### src/rtl/fcb_pkg.sv
// ----------------------------------------------------------------------------
// fcb_pkg
// Shared constants, command codes and cell-chain types of the bag core.
// ----------------------------------------------------------------------------
package fcb_pkg;

    // Capacity of the bag and width of one stored key
    localparam int CAPACITY = 8;
    localparam int KEY_BITS = 32;

    // Derived widths: slot index and entry count (count can reach CAPACITY)
    localparam int IDX_W = (CAPACITY > 1) ? $clog2(CAPACITY) : 1;
    localparam int CNT_W = $clog2(CAPACITY + 1);

    // Port field widths
    localparam int CMD_W     = 2;
    localparam int KEYF_W    = 32;
    localparam int NUM_W     = 4;
    localparam int S_DATA_W  = 40;
    localparam int M_DATA_W  = 16;

    // Command codes
    localparam logic [CMD_W-1:0] CMD_ADD    = 2'd0;
    localparam logic [CMD_W-1:0] CMD_REMOVE = 2'd1;
    localparam logic [CMD_W-1:0] CMD_QUERY  = 2'd2;
    localparam logic [CMD_W-1:0] CMD_CLEAR  = 2'd3;

    // Search token that walks the cell chain, one cell per cycle
    typedef struct packed {
        logic                valid;
        logic [KEY_BITS-1:0] key;
        logic [CNT_W-1:0]    freq;
        logic                found;
        logic [IDX_W-1:0]    slot;
        logic [KEY_BITS-1:0] last;
    } t_tok;

    // Slot write broadcast to all cells
    typedef struct packed {
        logic                en;
        logic [IDX_W-1:0]    idx;
        logic [KEY_BITS-1:0] data;
    } t_wr;

endpackage

### src/rtl/fcb_cell.sv
// ----------------------------------------------------------------------------
// fcb_cell
// One bag slot: holds a key, compares it with the passing search token and
// hands the updated token to the next cell.
// ----------------------------------------------------------------------------
module fcb_cell (
    input  logic                  i_clk,
    input  logic                  i_rst_n,
    input  logic [fcb_pkg::IDX_W-1:0] i_index,
    input  logic [fcb_pkg::CNT_W-1:0] i_count,
    input  fcb_pkg::t_tok         i_tok,
    input  fcb_pkg::t_wr          i_wr,
    output fcb_pkg::t_tok         o_tok
);
    import fcb_pkg::*;

    logic [KEY_BITS-1:0] r_entry;
    t_tok                r_tok;
    t_tok                n_tok;
    logic                w_held;
    logic                w_last;
    logic                w_hit;

    // Classify this slot against the current fill level
    assign w_held = CNT_W'(i_index) < i_count;
    assign w_last = (CNT_W'(i_index) + CNT_W'(1)) == i_count;
    assign w_hit  = i_tok.valid && w_held && (r_entry == i_tok.key);

    // Update the token as it passes
    always_comb begin
        n_tok      = i_tok;
        n_tok.freq = i_tok.freq + CNT_W'(w_hit);
        if (w_hit && !i_tok.found) begin
            n_tok.found = 1'b1;
            n_tok.slot  = i_index;
        end
        if (w_last) begin
            n_tok.last = r_entry;
        end
    end

    // Store a key when the write targets this slot
    always_ff @(posedge i_clk) begin
        if (i_wr.en && (i_wr.idx == i_index)) begin
            r_entry <= i_wr.data;
        end
    end

    // Advance the token; only its valid bit is reset
    always_ff @(posedge i_clk) begin
        if (!i_rst_n) begin
            r_tok.valid <= 1'b0;
        end else begin
            r_tok.valid <= n_tok.valid;
        end
        r_tok.key   <= n_tok.key;
        r_tok.freq  <= n_tok.freq;
        r_tok.found <= n_tok.found;
        r_tok.slot  <= n_tok.slot;
        r_tok.last  <= n_tok.last;
    end

    assign o_tok = r_tok;

endmodule

### src/rtl/fixed_capacity_bag_core.sv
// ----------------------------------------------------------------------------
// fixed_capacity_bag_core
// Unordered bag of up to CAPACITY keys with add, remove, query and clear.
// ----------------------------------------------------------------------------
// Sequence: add and clear go from idle straight to the done state; remove and
//   query first pass the scan state while the search token walks the chain
//   one cell per cycle. In the done state the result is loaded into the output
//   register once it is free; a new command is accepted only in the idle state.
// Reset: synchronous, active low; clears the count and all handshake state.
//   Slot contents are not reset and are only read after being written.
// ----------------------------------------------------------------------------
module fixed_capacity_bag_core (
    input  logic                         i_clk,
    input  logic                         i_rst_n,
    input  logic                         s_axis_tvalid,
    output logic                         s_axis_tready,
    input  logic [fcb_pkg::S_DATA_W-1:0] s_axis_tdata,  // cmd[1:0], key[33:2], zero pad
    output logic                         m_axis_tvalid,
    input  logic                         m_axis_tready,
    output logic [fcb_pkg::M_DATA_W-1:0] m_axis_tdata   // ok[0], frequency[4:1],
                                                         // size[8:5], empty_res[9], pad
);
    import fcb_pkg::*;

    localparam logic [1:0] ST_IDLE = 2'd0;
    localparam logic [1:0] ST_SCAN = 2'd1;
    localparam logic [1:0] ST_DONE = 2'd2;

    logic [1:0]          r_state;
    logic [1:0]          n_state;
    logic [CNT_W-1:0]    r_count;
    logic [CNT_W-1:0]    n_count;
    logic [CMD_W-1:0]    r_cmd;
    logic                r_res_ok;
    logic                n_res_ok;
    logic [CNT_W-1:0]    r_res_freq;
    logic [CNT_W-1:0]    n_res_freq;
    logic                r_out_valid;
    logic [M_DATA_W-1:0] r_out_data;

    logic [CMD_W-1:0]    w_cmd;
    logic [KEY_BITS-1:0] w_key;
    logic                w_in_acc;
    logic                w_load_out;
    logic [NUM_W-1:0]    w_size;
    t_wr                 w_wr;
    t_tok                w_tok [0:CAPACITY];

    // Unpack the input transaction
    assign w_cmd      = s_axis_tdata[CMD_W-1:0];
    assign w_key      = KEY_BITS'(s_axis_tdata[CMD_W +: KEYF_W]);
    assign s_axis_tready = (r_state == ST_IDLE);
    assign w_in_acc   = s_axis_tvalid && s_axis_tready;
    assign w_load_out = (r_state == ST_DONE) && (!r_out_valid || m_axis_tready);

    // Inject a search token at the head of the chain
    always_comb begin
        w_tok[0]       = '0;
        w_tok[0].valid = w_in_acc && ((w_cmd == CMD_REMOVE) || (w_cmd == CMD_QUERY));
        w_tok[0].key   = w_key;
    end

    // Row of slot cells
    for (genvar g = 0; g < CAPACITY; g++) begin : g_cell
        fcb_cell u_cell (
            .i_clk   (i_clk),
            .i_rst_n (i_rst_n),
            .i_index (IDX_W'(g)),
            .i_count (r_count),
            .i_tok   (w_tok[g]),
            .i_wr    (w_wr),
            .o_tok   (w_tok[g+1])
        );
    end

    // Command sequencing, slot writes and count update
    always_comb begin
        n_state    = r_state;
        n_count    = r_count;
        n_res_ok   = r_res_ok;
        n_res_freq = r_res_freq;
        w_wr       = '0;
        case (r_state)
            ST_IDLE: begin
                if (w_in_acc) begin
                    n_res_ok   = 1'b0;
                    n_res_freq = '0;
                    case (w_cmd)
                        CMD_ADD: begin
                            n_state = ST_DONE;
                            if (r_count < CNT_W'(CAPACITY)) begin
                                w_wr.en   = 1'b1;
                                w_wr.idx  = r_count[IDX_W-1:0];
                                w_wr.data = w_key;
                                n_count   = r_count + CNT_W'(1);
                                n_res_ok  = 1'b1;
                            end
                        end
                        CMD_REMOVE, CMD_QUERY: begin
                            n_state = ST_SCAN;
                        end
                        default: begin
                            n_state  = ST_DONE;
                            n_count  = '0;
                            n_res_ok = 1'b1;
                        end
                    endcase
                end
            end
            ST_SCAN: begin
                if (w_tok[CAPACITY].valid) begin
                    n_state = ST_DONE;
                    if (r_cmd == CMD_QUERY) begin
                        n_res_freq = w_tok[CAPACITY].freq;
                        n_res_ok   = (w_tok[CAPACITY].freq != '0);
                    end else if (w_tok[CAPACITY].found) begin
                        // Move the last entry into the freed slot
                        w_wr.en   = 1'b1;
                        w_wr.idx  = w_tok[CAPACITY].slot;
                        w_wr.data = w_tok[CAPACITY].last;
                        n_count   = r_count - CNT_W'(1);
                        n_res_ok  = 1'b1;
                    end
                end
            end
            ST_DONE: begin
                if (w_load_out) begin
                    n_state = ST_IDLE;
                end
            end
            default: begin
                n_state = ST_IDLE;
            end
        endcase
    end

    // Control registers
    always_ff @(posedge i_clk) begin
        if (!i_rst_n) begin
            r_state     <= ST_IDLE;
            r_count     <= '0;
            r_out_valid <= 1'b0;
        end else begin
            r_state <= n_state;
            r_count <= n_count;
            if (w_load_out) begin
                r_out_valid <= 1'b1;
            end else if (m_axis_tready) begin
                r_out_valid <= 1'b0;
            end
        end
    end

    // Payload registers
    assign w_size = NUM_W'(r_count);

    always_ff @(posedge i_clk) begin
        if (w_in_acc) begin
            r_cmd <= w_cmd;
        end
        r_res_ok   <= n_res_ok;
        r_res_freq <= n_res_freq;
        if (w_load_out) begin
            r_out_data <= {6'd0, (r_count == '0), w_size, NUM_W'(r_res_freq), r_res_ok};
        end
    end

    assign m_axis_tvalid = r_out_valid;
    assign m_axis_tdata  = r_out_data;

    // Count never exceeds the capacity
    a_count_range: assert property (@(posedge i_clk) disable iff (!i_rst_n)
        r_count <= CNT_W'(CAPACITY))
        else $error("bag count above capacity");

    // A token leaves the chain only while a scan is running
    a_tok_in_scan: assert property (@(posedge i_clk) disable iff (!i_rst_n)
        w_tok[CAPACITY].valid |-> (r_state == ST_SCAN))
        else $error("search token left the chain outside a scan");

    // The empty flag agrees with the reported size
    a_empty_size: assert property (@(posedge i_clk) disable iff (!i_rst_n)
        m_axis_tvalid |-> (m_axis_tdata[9] == (m_axis_tdata[8:5] == 4'd0)))
        else $error("empty flag disagrees with size");

    // Count changes only when a command is accepted or a scan ends
    a_count_change: assert property (@(posedge i_clk) disable iff (!i_rst_n)
        (r_state == ST_DONE) |=> $stable(r_count))
        else $error("count changed while a result was pending");

endmodule

### config.mk
export PLATFORM = sky130hd
export DESIGN_NAME = fixed_capacity_bag_core
export DESIGN_NICKNAME = d
export VERILOG_FILES = /design/src/rtl/fcb_pkg.sv /design/src/rtl/fcb_cell.sv /design/src/rtl/fixed_capacity_bag_core.sv
export SDC_FILE = /design/constraint.sdc
export NUM_CORES = 1
export LEC_CHECK = 0
export ABC_CLOCK_PERIOD_IN_PS = 8290
export CORE_MARGIN = 2
export CORE_UTILIZATION = 39
export DETAILED_ROUTE_END_ITERATION = 10
export DONT_BUFFER_PORTS = 1
export REMOVE_ABC_BUFFERS = 1
export SYNTH_ARGS = -nofsm -noshare
export SYNTH_HDL_FRONTEND = slang
export SYNTH_SLANG_ARGS = --single-unit
### constraint.sdc
create_clock -name i_clk -period 8.29 [get_ports i_clk]
set_input_delay 1.658 -clock i_clk [delete_from_list [all_inputs] [get_ports i_clk]]
set_output_delay 1.658 -clock i_clk [all_outputs]
set_load 0.01 [all_outputs]
==> impl_metrics.py, run 1 <==
metrics = {
    "outcome": {
        "status": "finished clean",
    },
    "detailed_routing": {
        "vias_per_cell": 5.03,
        "post_drt_wl_per_cell_um": 25.3,
        "wl_um": 68700,
        "drcViolationCount": 0,
        "dr.pass1.iters": 5,
        "drtIter0Drc": 1195,
        "ant_nets": 0,
        "vias": 13700,
    },
    "setup_path": {
        "critPathMaxFanout": 38,
        "arrival_ps": 4550,
        "cp-end-kind": "register",
        "r2r-start": "r_state[0]",
        "crit_path_start": "s_axis_tdata[0]",
        "r2r_setup_slack_ps": 4430,
        "crit_path_end": "g_cell[1].u_cell.r_entry[19]",
        "crit_chain": "inv_1 > ha_1 > nor4b_4 > buf_4 > nand2_1 > o22ai_1 > nor2b_4 > buf_4",
        "cp.required_ps": 8560,
        "reg2reg_depth": 7,
        "rr_endpoint": "g_cell[1].u_cell.r_entry[19]",
        "cp_common_cell": "buf_4",
        "cpPeakStageDelay_ps": 670,
        "cp_slowest_cell": "nor2b_4",
        "worst-setup-path-type": "in -> reg",
        "cp-start-kind": "primary input",
    },
    "global_routing": {
        "grt_pass1_vias": 13600,
        "gr-total-overflow": 0,
        "grt_pass1_wl_um": 97400,
        "antenna_found_initial": 0,
        "grt_max_degree": 40,
        "globalRouteTotalUtil_pct": 19.6,
    },
    "layout": {
        "drive_above_1_share_pct": 20.1,
        "area_delta_synth_final_pct": 13.8,
        "ff_latch_area_sq_um": 19100,
        "fin_nets": 1842,
        "multi_input_area_sq_um": 7210,
        "diodes": 0,
        "fillCellCount": 5957,
    },
    "synthesis": {
        "yosysTopAreaCellShare_pct": 41.1,
        "synth_commonest_cells": "545 x dfxtp_1, 273 x edfxtp_1, 214 x mux2_2, 161 x xnor2_1, 88 x xor2_1",
        "synth-seq-cells": 818,
        "synth_edf_count": 273,
        "yosysWarnings": 0,
        "synthTopCellsByArea": "dfxtp_1 41%, edfxtp_1 31%, mux2_2 9.1%",
        "syn_inst": 1723,
        "synthFlopType": "dfxtp_1",
        "syn_area_per_cell_sq_um": 15.4,
        "async_flop_share_pct": 0,
        "ys_seq_area_share_pct": 72.0,
        "synth_most_common_cell": "dfxtp_1",
        "synthDistinctLibCells": 57,
        "netlist_area_sq_um": 26500,
        "yosys.area.top_type": "dfxtp_1",
    },
    "clocking": {
        "clk_latency_ps": 620,
        "ctsHoldBuffers": 0,
        "clkSlewWorstSetupHoldPaths_ps": 60,
        "post_cts_buffers": 0,
        "cts_buffers": 81,
        "clockRootBuffer": "clkbuf_16",
        "cts_tree": "built",
        "cts_buffer_depth": 3,
        "cts_resized": 0,
        "clkSinkCount": 818,
        "htree_num_levels": 3,
    },
    "power_and_ir_drop": {
        "power_leakage_nw": 11.3,
        "p_per_area_nw_per_um2": 274,
        "ir_drop_uv": 167,
    },
    "timing": {
        "whs_ps": 355,
        "rsz0062_at_grt": "false",
        "slew_violations": 0,
        "fin_skew_ps": 31.7,
        "min_period_ps": 4270,
        "post-route-period-util_pct": 51.5,
        "slew_headroom_pct": 29.1,
        "finalHoldViolCount": 0,
        "setup_tns_ps": 0,
        "setup_viol": 0,
        "worst_slew_pin_slew_ps": 1050,
        "fmaxAchievable_ghz": 0.234,
    },
    "place": {
        "place_congestion": 0.916,
        "portBuffers": 0,
        "hpwl_um": 46100,
    },
    "floorplan": {
        "die_h_um": 265,
        "die-width_um": 265,
        "ios": 62,
        "coreArea_sq_um": 67300,
        "initial_core_util_pct": 39.4,
        "die_area_sq_um": 70100,
        "rows": 95,
    },
    "job": {
        "cap_violations": 0,
    },
    "hold_path": {
        "min_path_type": "reg -> reg",
    },
}
==> worst min path at each step <==
stage	from	to	slack (ps)	cells past startpoint
after floorplan	g_cell[4].u_cell.o_tok[71]	g_cell[5].u_cell.o_tok[71]	330	0
after global placement	g_cell[4].u_cell.o_tok[71]	g_cell[5].u_cell.o_tok[71]	340	0
after detailed placement	g_cell[5].u_cell.o_tok[51]	g_cell[6].u_cell.o_tok[51]	340	0
after CTS	g_cell[5].u_cell.o_tok[51]	g_cell[6].u_cell.o_tok[51]	350	0
after global routing	g_cell[5].u_cell.o_tok[51]	g_cell[6].u_cell.o_tok[51]	360	0
final	g_cell[4].u_cell.o_tok[71]	g_cell[5].u_cell.o_tok[71]	360	0
==> per-stage QoR <==
step,instances,total power [mW],setup slack [ps],utilization [%],instance area [sq um]
finish,2718,8.28,4020,44.9,30200
global route,2718,8.54,3870,44.9,30200
CTS,2718,8.35,4020,44.9,30200
detailed placement,2568,4.81,3370,41.1,27600
global placement,2568,4.81,3380,41.1,27600
floorplan,1676,4.66,1520,-,26300
==> worst max-delay path: cells and delay by family <==
| family | cells | cell delay (ps) |
|---|---|---|
| simple gates | 3 | 1170 |
| buf+inv | 3 | 1110 |
| fa+ha+maj | 1 | 310 |
| compound gates | 1 | 250 |
==> state kept, by name (all words and copies together) (netlist names) <==
register and cells:
r_res_ok 1, r_res_freq 4, g_cell.u_cell.r_entry 256, m_axis_tdata 10, g_cell.u_cell.o_tok 538, m_axis_tvalid 1, r_count 4, r_cmd 2
r_state 2
==> cells by family (layout without fill, tap and decap cells) <==
logic type	count (synthesis)	after routing	synth area share (%)
buffers and inverters	71	188	1.24
xor gates and xnor gates	249	249	8.22
other	1	6	0.0141
muxes	218	218	9.25
AOI/OAI and AO/OA	91	91	2.57
and+or+nand+nor	255	255	5.76
adders and majority gates	20	20	0.943
DFF	818	818	72.0
==> area by class of cell <==
cell class | instances | area share, %
tap | 873 | 3.62
inverter | 19 | 0.236
timing repair buffer | 19 | 0.472
sequential | 818 | 63.3
clock inverter | 30 | 1.08
multi-input combinational | 839 | 23.9
clock buffer | 120 | 7.46
==> layer usage <==
layer | routed length, um | up-vias | GRT usage [%]
li1 | - | 6237 | -
met1 | 30900 | 6913 | 26.7
met2 | 32000 | 434 | 31.7
met3 | 3940 | 90 | 3.75
met4 | 1910 | 0 | 5.63
met5 | 0 | - | 0
==> report_power, final <==
part           switching, mW  internal (mW)
Sequential            0.0820           4.31
Combinational          0.190          0.145
Clock                   1.50           2.05
==> layout by cell type (no fill, tap or decap), types with 5 or more instances in the layout <==
| cell type | n |
|---|---|
| nor2_1 | 14 |
| and2_1 | 14 |
| dfxtp_1 | 545 |
| clkbuf_8 | 8 |
| nor2b_1 | 9 |
| nor3_1 | 8 |
| nor4_1 | 31 |
| ha_1 | 20 |
| a21oi_1 | 11 |
| clkbuf_16 | 81 |
| nand2_1 | 26 |
| buf_4 | 19 |
| clkinv_2 | 8 |
| conb_1 | 6 |
| inv_1 | 19 |
| o21ai_0 | 13 |
| and2_2 | 5 |
| clkinv_1 | 8 |
| nand2b_1 | 23 |
| xor2_1 | 88 |
| a22o_1 | 34 |
| mux2_2 | 214 |
| nand3_1 | 15 |
| edfxtp_1 | 273 |
| xnor2_1 | 161 |
| and3_1 | 34 |
| bufinv_16 | 5 |
| clkbuf_1 | 31 |
| nand4_1 | 42 |
(Power assumes the default switching activity.)
==> run 2: changes to the inputs <==
Settings changed: ABC_AREA from default to 1, ABC_CLOCK_PERIOD_IN_PS 8290 to 4300.
Clock period 8.29 ns to 4.3 ns, I/O delays scaled along.
==> impl_metrics.py, run 2 <==
metrics = {
    "clocking": {
        "clk_latency_ps": 610,
        "post_cts_buffers": 0,
        "cts_resized": 0,
        "cts_buffers": 81,
        "cts_tree": "built",
        "htree_num_levels": 3,
        "clockRootBuffer": "clkbuf_16",
        "clkSlewWorstSetupHoldPaths_ps": 60,
        "ctsHoldBuffers": 0,
        "clkSinkCount": 818,
        "cts_buffer_depth": 3,
    },
    "layout": {
        "final_common_cell": "nand2_1",
        "largest_reg_flops": 538,
        "fillCellCount": 6530,
        "layout.cells.non_filler": 3751,
        "final_area_sq_um": 32200,
        "fin_nets": 2796,
        "utilization_pct": 44.9,
        "area_delta_synth_final_pct": 13.5,
        "drive_above_1_share_pct": 9.72,
        "final_cell_mix": "599 x nand2_1, 545 x dfxtp_1, 370 x inv_1",
    },
    "global_routing": {
        "globalRouteTotalUtil_pct": 21.5,
        "grt_pass1_vias": 17300,
        "grt_max_degree": 60,
        "grt_pass1_wl_um": 116000,
        "gr-total-overflow": 0,
        "antenna_found_initial": 3,
    },
    "detailed_routing": {
        "vias": 17800,
        "drcViolationCount": 0,
        "vias_per_cell": 4.74,
        "post_drt_wl_per_cell_um": 21.4,
        "dr.pass1.iters": 6,
        "wl_um": 80100,
        "drtIter0Drc": 1837,
        "ant_nets": 0,
    },
    "synthesis": {
        "synth_commonest_cells": "603 x nand2_1, 545 x dfxtp_1, 370 x inv_1, 273 x edfxtp_1, 199 x nor2_1",
        "yosysWarnings": 0,
        "syn_area_per_cell_sq_um": 10.6,
        "synthDistinctLibCells": 45,
        "async_flop_share_pct": 0,
        "yosysTopAreaCellShare_pct": 38.4,
        "syn_inst": 2679,
        "synth_edf_count": 273,
        "synthFlopType": "dfxtp_1",
        "synth_most_common_cell": "nand2_1",
        "ys_seq_area_share_pct": 67.3,
        "synthTopCellsByArea": "dfxtp_1 38%, edfxtp_1 29%, nand2_1 8.0%",
        "yosys.area.top_type": "dfxtp_1",
        "netlist_area_sq_um": 28400,
        "synth-seq-cells": 818,
    },
    "timing": {
        "setup_viol": 0,
        "rsz0062_at_grt": "false",
        "worst_slew_pin_slew_ps": 1050,
        "setup_tns_ps": 0,
        "post-route-period-util_pct": 68.6,
        "min_period_ps": 2950,
        "slew_violations": 0,
        "slew_headroom_pct": 29.5,
        "finalHoldViolCount": 0,
        "fmaxAchievable_ghz": 0.339,
        "fin_skew_ps": 18.0,
    },
    "floorplan": {
        "coreArea_sq_um": 71700,
        "die-width_um": 274,
        "ios": 62,
        "die_area_sq_um": 75000,
        "initial_core_util_pct": 39.6,
        "rows": 98,
        "die_h_um": 274,
    },
    "setup_path": {
        "cp.required_ps": 4540,
        "cpPeakStageDelay_ps": 650,
        "cp-end-kind": "register",
        "critPathMaxFanout": 32,
        "cp-start-kind": "register",
        "crit_chain": "inv_1 > nand2_1 > nor2_4 > a22oi_2 > inv_1 > nor2_4 > buf_4",
        "cp_slowest_cell": "dfxtp_1",
        "worst-setup-path-type": "reg -> reg",
        "arrival_ps": 3190,
        "critical_path.top_delay_family": "buffers and inverters",
        "worst-path-buf-inv": 3,
    },
    "power_and_ir_drop": {
        "power_leakage_nw": 13.7,
        "ir_drop_uv": 304,
        "p_per_area_nw_per_um2": 529,
    },
    "job": {
        "cap_violations": 0,
    },
    "hold_path": {
        "min_path_type": "in -> reg",
    },
    "place": {
        "hpwl_um": 61400,
        "portBuffers": 0,
        "place_congestion": 1.04,
        "placed_area_sq_um": 29600,
        "dp_cells": 3599,
    },
    "outcome": {
        "status": "finished clean",
    },
}
-- run 2: cell types whose count changed in the layout (fill, tap and decap cells not counted), sizes merged, moves of 24 or more --
cell    before  now
mux2       218   83
xor2        88   52
inv         23  377
xnor2      161   63
o21ai       13  189
and3        34    2
nor2        16  202
nand2b      24    0
nand2       28  606
nor4        32    5
nand3       16   51
-- run 2: cell families (layout without fill, tap and decap cells) --
family / after synthesis / after routing / synth area share, %
muxes: 83 / 83 / 3.40
buffers and inverters: 429 / 543 / 5.92
DFF: 818 / 818 / 67.3
and+or+nand+nor: 958 / 958 / 13.9
xor gates and xnor gates: 115 / 115 / 3.55
AOI/OAI and AO/OA: 255 / 255 / 5.08
adders and majority gates: 20 / 20 / 0.881
other: 1 / 9 / 0.0132
-- run 2: stage by stage --
stage	total power, mW	setup slack, ps	hold WS, ps
3_3_place_gp	10.2	1090	342
5_1_grt	17.6	1170	247
4_1_cts	17.1	1360	239
6_report	17.0	1350	271
2_1_floorplan	9.63	461	331
3_5_place_dp	10.2	1040	339
-- run 2: per-layer routing --
metal | vias up | routed length, um | share of wire, % | GRT usage [%]
met3 | 133 | 4190 | 5.2 | 3.07
met1 | 8370 | 36000 | 45 | 29.0
li1 | 8683 | - | - | -
met5 | - | 0 | 0 | 0
met2 | 581 | 36900 | 46 | 34.8
met4 | 0 | 3030 | 3.8 | 8.60
-- run 2: layout make-up --
cell class | count | area (sq um) | area share [%]
multi-input cells | 1437 | 7700 | 23.9
diodes | 3 | 7.51 | 0.0233
well taps | 950 | 1190 | 3.69
inverters | 374 | 1400 | 4.36
clock buffers | 130 | 2460 | 7.64
clock inverters | 19 | 193 | 0.598
repair buffers | 20 | 163 | 0.505
flip-flops and latches | 818 | 19100 | 59.3
-- run 2: worst paths after layout --
path         depth (start not counted)                        from  slack (ps)                          end
min                                  0             s_axis_tdata[8]         270   g_cell[0].u_cell.o_tok[46]
max reg2reg                          7                  r_count[3]        1350  g_cell[2].u_cell.r_entry[1]
min reg2reg                          0  g_cell[5].u_cell.o_tok[45]         360   g_cell[6].u_cell.o_tok[45]
max                                  7                  r_count[3]        1350  g_cell[2].u_cell.r_entry[1]
-- run 2: where the power goes --
group	total (mW)	internal, mW	switching, mW
sequential	8.87	8.57	0.299
clock	7.00	4.11	2.90
combinational	1.16	0.410	0.755
total	17.0	13.1	3.95
==> run 3: changes to the inputs <==
Settings changed: ABC_CLOCK_PERIOD_IN_PS 4300 to 2900.
Clock period 4.3 ns to 2.9 ns, I/O delays scaled along.
==> impl_metrics.py, run 3 (same netlist as run 2, synthesis figures left out) <==
metrics = {
    "hold_path": {
        "min_path_type": "in -> reg",
    },
    "detailed_routing": {
        "drcViolationCount": 0,
        "ant_nets": 0,
        "wl_um": 83900,
        "drtIter0Drc": 1741,
        "vias": 18000,
        "dr.pass1.iters": 6,
        "post_drt_wl_per_cell_um": 22.1,
        "vias_per_cell": 4.74,
    },
    "timing": {
        "rsz0062_at_grt": "false",
        "fmaxAchievable_ghz": 0.399,
        "worst_slack_ps": 392,
        "finalHoldViolCount": 0,
        "setup_viol": 0,
        "post-route-period-util_pct": 86.5,
        "slew_violations": 0,
        "worst_slew_pin_slew_ps": 882,
        "slew_headroom_pct": 40.7,
        "setup_tns_ps": 0,
        "fin_skew_ps": 25.5,
        "whs_ps": 44.1,
        "min_period_ps": 2510,
    },
    "floorplan": {
        "die_h_um": 274,
        "coreArea_sq_um": 71700,
        "die_area_sq_um": 75000,
        "die-width_um": 274,
        "rows": 98,
        "ios": 62,
        "initial_core_util_pct": 39.6,
    },
    "global_routing": {
        "antenna_found_initial": 9,
        "globalRouteTotalUtil_pct": 22.5,
        "grt_pass1_vias": 17700,
        "grt_max_degree": 60,
        "grt_pass1_wl_um": 120000,
        "gr-total-overflow": 0,
    },
    "layout": {
        "final_area_sq_um": 32800,
        "area_delta_synth_final_pct": 15.6,
        "final_common_cell": "nand2_1",
        "drive_above_1_share_pct": 10.3,
        "final_cell_mix": "599 x nand2_1, 545 x dfxtp_1, 370 x inv_1",
        "largest_reg_flops": 538,
        "fin_nets": 2842,
        "diodes": 0,
    },
    "clocking": {
        "clkSinkCount": 818,
        "ctsHoldBuffers": 32,
        "cts_tree": "built",
        "post_cts_buffers": 0,
        "clkSlewWorstSetupHoldPaths_ps": 60,
        "clk_latency_ps": 630,
        "cts_buffers": 84,
        "cts_buffer_depth": 3,
        "clockRootBuffer": "clkbuf_16",
        "htree_num_levels": 3,
        "cts_resized": 0,
    },
    "job": {
        "cap_violations": 0,
    },
    "setup_path": {
        "crit_path_end": "g_cell[1].u_cell.o_tok[36]",
        "crit_path_start": "r_count[0]",
        "worst-setup-path-type": "reg -> reg",
        "crit_chain": "inv_1 > ha_1 > o21ai_0 > nand2_1 > nor3_1 > nand3_1 > nor2_1 > ha_1 > inv_1",
        "cp-end-kind": "register",
        "cp.required_ps": 3460,
        "reg2reg_depth": 9,
        "cpPeakStageDelay_ps": 560,
        "r2r-start": "r_count[0]",
        "cp-start-kind": "register",
        "r2r_setup_slack_ps": 390,
        "rr_endpoint": "g_cell[1].u_cell.o_tok[36]",
        "cp_slowest_cell": "dfxtp_1",
        "critPathMaxFanout": 8,
        "arrival_ps": 3070,
    },
    "power_and_ir_drop": {
        "power_leakage_nw": 14.0,
        "totalPowerFinal_mw": 25.5,
        "p_per_area_nw_per_um2": 778,
        "ir_drop_uv": 495,
    },
    "place": {
        "portBuffers": 0,
        "placed_area_sq_um": 29800,
        "post-place-ws_ps": 279,
        "place_congestion": 0.964,
        "hpwl_um": 63800,
    },
    "outcome": {
        "status": "finished clean",
    },
}
==> run 3: cell count changes in the layout (fill, tap and decap cells not counted), sizes merged, moves of 2 or more <==
cell / delta
buf: +11
dlygate4sd3: +32
clkbuf: -11
clkinv: +22
diode: -3
clkinvlp: -2
==> run 3: layer usage <==
| metal | wire length (um) | up-vias | GRT usage [%] |
|---|---|---|---|
| li1 | - | 8769 | - |
| met5 | 0 | - | 0 |
| met3 | 4110 | 131 | 2.61 |
| met1 | 37400 | 8595 | 30.4 |
| met2 | 38500 | 524 | 36.2 |
| met4 | 3910 | 0 | 10.7 |
==> run 3: worst max-delay path: cells and delay by family (launching register included) <==
kind	cells	cell delay (ps)
adder cells (fa/ha/maj)	2	560
AO/OA/AOI/OAI	1	420
buffers and inverters	2	280
flip-flops	1	560
AND/OR/NAND/NOR	4	600
==> run 3: power breakdown <==
part,internal [mW],switching [mW]
clock network,6.13,4.42
logic,0.671,1.16
registers,12.7,0.445
==> run 3: how the worst min path moves through the flow <==
stage                                from                         end  slack [ps]  cells past startpoint
2_1_floorplan  g_cell[0].u_cell.o_tok[43]  g_cell[1].u_cell.o_tok[43]         330                      0
3_3_place_gp   g_cell[1].u_cell.o_tok[53]  g_cell[2].u_cell.o_tok[53]         340                      0
3_5_place_dp   g_cell[1].u_cell.o_tok[67]  g_cell[2].u_cell.o_tok[67]         340                      0
4_1_cts                   s_axis_tdata[1]                    r_cmd[1]           2                      0
5_1_grt                   s_axis_tdata[1]                    r_cmd[1]          20                      0
6_report                  s_axis_tdata[1]                    r_cmd[1]          40                      0
==> run 3: stage by stage <==
step / utilization, % / std cells
floorplan: - / 2629
global placement: 41.5 / 3610
detailed placement: 41.5 / 3610
CTS: 45.8 / 3799
global route: 45.8 / 3799
finish: 45.8 / 3799
==> run 3: layout make-up <==
| class | instances | area, sq um |
|---|---|---|
| clock buffer | 119 | 2430 |
| clock inverter | 38 | 304 |
| fill | 6628 | 38900 |
| inverter | 374 | 1400 |
| multi-input combinational | 1437 | 7700 |
| sequential | 818 | 19100 |
| tap | 950 | 1190 |
| timing repair buffer | 63 | 703 |
